### src/design/mvfp_pkg.sv
// ----------------------------------------------------------------------------
// Multi-view feature pooling package
// Shared widths, register codes, reset values and divider types.
// ----------------------------------------------------------------------------
`default_nettype none

package mvfp_pkg;

    localparam int VALUE_W    = 32;
    localparam int LABEL_W    = 16;
    localparam int INDEX_W    = 12;
    localparam int VPG_W      = 7;
    localparam int FDIM_W     = 13;
    localparam int CFG_IDX_W  = 2;
    localparam int CFG_DATA_W = 13;

    // Configuration register indexes.
    localparam logic [CFG_IDX_W-1:0] CFG_POOL_MODE       = 2'd0;
    localparam logic [CFG_IDX_W-1:0] CFG_VIEWS_PER_GROUP = 2'd1;
    localparam logic [CFG_IDX_W-1:0] CFG_FEATURE_DIM     = 2'd2;

    // Pooling modes.
    localparam logic MODE_MAX = 1'b0;
    localparam logic MODE_AVG = 1'b1;

    // Register reset values.
    localparam logic              POOL_MODE_RST = MODE_MAX;
    localparam logic [VPG_W-1:0]  VPG_RST       = 7'd24;
    localparam logic [FDIM_W-1:0] FDIM_RST      = 13'd512;

    typedef enum logic [1:0] {
        DIV_IDLE,
        DIV_RUN,
        DIV_DONE
    } div_state_t;

    typedef struct packed {
        logic busy;
        logic done;
    } div_status_t;

endpackage : mvfp_pkg

`default_nettype wire

### src/design/mvfp_divider.sv
// ----------------------------------------------------------------------------
// Average divider
// Signed by unsigned restoring divider, two quotient bits per cycle,
// truncating toward zero.
// ----------------------------------------------------------------------------
`default_nettype none

module mvfp_divider #(
    parameter int NUM_W = 38,
    parameter int DEN_W = 7
) (
    input  wire logic                     clk,
    input  wire logic                     rst_n,
    input  wire logic                     start,
    input  wire logic signed [NUM_W-1:0]  dividend,
    input  wire logic        [DEN_W-1:0]  divisor,
    input  wire logic                     ack,
    output mvfp_pkg::div_status_t         status,
    output logic signed      [NUM_W-1:0]  quotient
);

    import mvfp_pkg::*;

    localparam int PAD_W = NUM_W + (NUM_W % 2);
    localparam int STEPS = PAD_W / 2;
    localparam int CNT_W = $clog2(STEPS + 1);

    div_state_t        state_reg;
    div_state_t        state_next;
    logic [CNT_W-1:0]  cnt_reg;
    logic [PAD_W-1:0]  num_reg;
    logic [DEN_W-1:0]  rem_reg;
    logic [DEN_W-1:0]  den_reg;
    logic              neg_reg;
    logic [PAD_W-1:0]  num_step;
    logic [DEN_W-1:0]  rem_step;
    logic [NUM_W-1:0]  magnitude;
    logic [NUM_W-1:0]  quot_mag;

    always_comb
    begin
        if (dividend[NUM_W-1])
        begin
            magnitude = NUM_W'(-dividend);
        end
        else
        begin
            magnitude = NUM_W'(dividend);
        end
    end

    // Two restoring steps: the dividend shifts out at the top while the
    // quotient bits shift in at the bottom of the same register.
    always_comb
    begin
        logic [DEN_W:0] trial;
        num_step = num_reg;
        rem_step = rem_reg;
        trial    = '0;
        for (int k = 0; k < 2; k++)
        begin
            trial    = {rem_step, num_step[PAD_W-1]};
            num_step = {num_step[PAD_W-2:0], 1'b0};
            if (trial >= {1'b0, den_reg})
            begin
                rem_step    = DEN_W'(trial - {1'b0, den_reg});
                num_step[0] = 1'b1;
            end
            else
            begin
                rem_step = trial[DEN_W-1:0];
            end
        end
    end

    always_comb
    begin
        state_next = state_reg;
        case (state_reg)
            DIV_IDLE:
            begin
                if (start)
                begin
                    state_next = DIV_RUN;
                end
            end
            DIV_RUN:
            begin
                if (cnt_reg == CNT_W'(STEPS - 1))
                begin
                    state_next = DIV_DONE;
                end
            end
            DIV_DONE:
            begin
                if (ack)
                begin
                    state_next = DIV_IDLE;
                end
            end
            default:
            begin
                state_next = DIV_IDLE;
            end
        endcase
    end

    always_comb
    begin
        status.busy = 1'b0;
        status.done = 1'b0;
        case (state_reg)
            DIV_IDLE:
            begin
                status.busy = 1'b0;
            end
            DIV_RUN:
            begin
                status.busy = 1'b1;
            end
            DIV_DONE:
            begin
                status.busy = 1'b1;
                status.done = 1'b1;
            end
            default:
            begin
                status.busy = 1'b0;
            end
        endcase
    end

    always_ff @(posedge clk or negedge rst_n)
    begin
        if (!rst_n)
        begin
            state_reg <= DIV_IDLE;
            cnt_reg   <= '0;
        end
        else
        begin
            state_reg <= state_next;
            if (state_reg == DIV_IDLE)
            begin
                cnt_reg <= '0;
            end
            else if (state_reg == DIV_RUN)
            begin
                cnt_reg <= cnt_reg + CNT_W'(1);
            end
        end
    end

    always_ff @(posedge clk)
    begin
        if (state_reg == DIV_IDLE && start)
        begin
            num_reg <= PAD_W'(magnitude);
            rem_reg <= '0;
            den_reg <= divisor;
            neg_reg <= dividend[NUM_W-1];
        end
        else if (state_reg == DIV_RUN)
        begin
            num_reg <= num_step;
            rem_reg <= rem_step;
        end
    end

    assign quot_mag = num_reg[NUM_W-1:0];
    assign quotient = neg_reg ? signed'(-quot_mag) : signed'(quot_mag);

endmodule : mvfp_divider

`default_nettype wire

### config.mk
export PLATFORM = sky130hd
export DESIGN_NAME = mvfp_divider
export DESIGN_NICKNAME = d
export VERILOG_FILES = /design/src/design/mvfp_pkg.sv /design/src/design/mvfp_divider.sv
export SDC_FILE = /design/constraint.sdc
export NUM_CORES = 1
export LEC_CHECK = 0
export BUFFER_PORTS_ARGS = -buffer_cell sky130_fd_sc_hd__buf_2
export CORE_MARGIN = 5
export CORE_UTILIZATION = 57
export CTS_CLUSTER_DIAMETER = 200
export DETAILED_ROUTE_END_ITERATION = 8
export HOLD_SLACK_MARGIN = 0.15
export PLACE_DENSITY_LB_ADDON = 0.3
export SYNTH_ARGS = -nofsm -noshare
export SYNTH_HDL_FRONTEND = slang
export SYNTH_SLANG_ARGS = --single-unit
export TNS_END_PERCENT = 10
### constraint.sdc
create_clock -name clk -period 5.5 [get_ports clk]
set_clock_uncertainty 0.2 [all_clocks]
set_input_delay 0.55 -clock clk [delete_from_list [all_inputs] [get_ports clk]]
set_output_delay 0.55 -clock clk [all_outputs]
set_load 0.01 [all_outputs]
==> metrics.txt <==
fraction of synthesized area in multiplexers 2.23%; critical-path cell list inv_1 -> ha_1 -> inv_1 -> fa_1 -> a211oi_1 -> o21ai_0 -> a21oi_2 -> mux2_2 -> ha_1 -> nor2b_1 -> o31a_1 -> o31ai_1 -> o211ai_2 -> or3b_1 -> nand3_1; RSZ-0062 raised after global routing false; share of layout cells above drive strength 1 21.3%; Ys Warns 0; max FFs per register 38; pwr dens 576 nW/um2; clock buffer depth 2; vias in the first global route 4135; First DRT Iteration DRCs 249; Slew @ Worst Pin 1.11 ns; crit share post-route 88.0%; Hold Crit Class in -> reg; initial antenna violation count 0; Fmax 207 MHz; crit path time final 4.84 ns; fillcell total 669; CTS clk-pin slew, worst paths 0.08 ns; grt ovf 0; Layout area overhead 15.1%; total power 3.17 mW; CTS resizes 0; Seq cells post-synth 60; outcome completed; Async S/R FF share, synth 11.7%; Row Count 33; crit start category flip-flop; Critical Path Sink Type flip-flop; setup TNS 0 ns; sequential area share after synthesis 35.5%; Multi-input gate area 2870 um2; CP max stage delay 0.45 ns; Adder-Cell Fraction of Synth Area 6.34%; dpl cell area 5270 um2; mapped cell area 4780 um2; top post-synthesis cells by area edfxtp_1 29%, xnor2_1 7.3%, o21ai_0 7.1%, xor2_1 7.0%, nand2_1 5.8%; post-DP HPWL 8.88 mm; Register Area 1700 um2; Slew Viols, Final 0; buffers added on ports 88; clock insertion delay at the later pin of the skew report 0.34 ns; Cell Count, Final, Fillers Out 725; count of final setup violators 0; Routed Antenna Nets 0; area leader, netlist edfxtp_1; Hold Vio Cnt, Final 0; DP Cell Count 708; die width 102 um; DRT Pass-1 Iters 5; die area 10300 um2; GPL Wtd Cong 0.948; number of library cell types mapped by synthesis 64; first-pass GRT wire length 19.1 mm; Crit Path Category reg -> reg; EDFF count, synth 46; Leak Pwr 2.27 nW; diode count 0; GRT Util Overall 23.1%; Final nets 687; CP Max Fanout 10; Compound-Gate Fraction of Synth Area 18.7%; leading cell type in the layout, fill and taps excluded buf_2; most frequent cells in the layout 88 x buf_2, 73 x nand2_1, 68 x o21ai_0; largest net degree at the start of global routing 75; Syn Nets 603; H-Tree Depth 3; core area 8180 um2; Clock Tree Root clkbuf_8; CTS Buf Count 9; CP Buf/Inv Count 2; worst hold margin 0.185 ns; Via-to-Cell Ratio 5.79; Worst path slowest cell a21oi_2; Synth top area share 28.9%; simple-gate area share of the yosys netlist 18.4%; cells after synthesis 531; Slew headroom 26.3%; XOR/XNOR Fraction of Synth Area 14.3%; maximum vdd drop 251 uV; CTS tree built; number of max-cap violations 0; Worst EP required 5.57 ns; largest family of logic cells by synthesized area compound AO/OA/AOI/OAI gates; Ports 89; Post-synth top flop edfxtp_1; drt drc 0; Crit path max-delay family compound AO/OA/AOI/OAI gates; DIE HEIGHT 102 um; Clock Sinks 60; Initial Util 58.4%; vias after detailed routing 4201; WL per Instance 15.7 um; syn avg cell area 9.00 um2; Crit path arrival time 4.92 ns; drt total wl 11.4 mm; Final Cell Area 5500 um2
-- worst paths after layout --
kind	slack, ns	to	cells after the start	startpoint
max	0.66	rem_reg[6]	15	num_reg[37]
min	0.19	den_reg[0]	1	divisor[0]
max reg2reg	0.66	rem_reg[6]	15	num_reg[37]
min reg2reg	0.29	rem_reg[6]	2	rem_reg[6]
max in group asynchronous	4.60	cnt_reg[2]	2	rst_n
min in group asynchronous	0.35	cnt_reg[4]	2	rst_n
-- metrics by stage --
stage          util, %  setup slack, ns
3_5_place_dp      64.4            0.693
3_3_place_gp      64.4            0.846
6_report          67.2            0.658
5_1_grt           67.2            0.250
2_1_floorplan        -             1.17
4_1_cts           67.2            0.662
-- final cells by class --
class | count | area share, %
clock buffer | 10 | 2.71
tap | 105 | 2.39
clock inverter | 6 | 1.27
multi-input combinational | 423 | 52.2
sequential | 60 | 30.9
inverter | 29 | 1.98
timing repair buffer | 92 | 8.60
-- timing repair --
action                    in CTS  in global routing
hold endpoints to repair       7                  0
setup buffers                  0                  0
hold buffers                   1                  0
-- synthesized netlist by cell type, types with 2 or more instances --
library cell  instances
o21a_1                4
or4_4                 3
nor3_1                8
o41ai_1               8
clkbuf_1             14
or4_2                 2
a31oi_1               2
dfxtp_1               7
nand2_1              74
nand3_1               8
a21boi_0              2
o22ai_1               2
or2_2                 2
inv_1                29
a211oi_1              2
mux2_2                5
fa_1                  2
nand3_2               3
ha_1                 21
o21ai_1               5
clkbuf_8              2
a21oi_1               6
o31ai_1              22
nor2_1               28
o21ai_0              68
nand4_1               4
nor2b_1               6
or4_1                 5
and4bb_2              2
nand2b_1              6
edfxtp_1             46
mux2i_1               5
xor2_1               38
or3_1                11
buf_4                 2
a21o_1                2
nor4_1                2
xnor2_1              40
dfrtp_1               7
o41ai_2               2
-- report_power, final --
part	internal [mW]	leakage (nW)	switching, mW
sequential	0.779	0.611	0.227
clock	0.239	0.108	0.188
combinational	0.751	1.55	0.981
-- cells by family (layout without fill, tap and decap cells) --
logic type      after synthesis  after routing
xor+xnor                     78             78
buf+inv                      48            137
simple gates                173            173
mux                          10             10
fa+ha+maj                    23             23
flops                        60             60
compound gates              139            139
-- layer usage --
layer  track usage, %  part of all wire, %
met5                0                    0
met4             10.1                  2.5
met3             3.03                  6.1
met2             37.7                   49
met1             30.8                   42
Power figures use the tool's default switching activity.
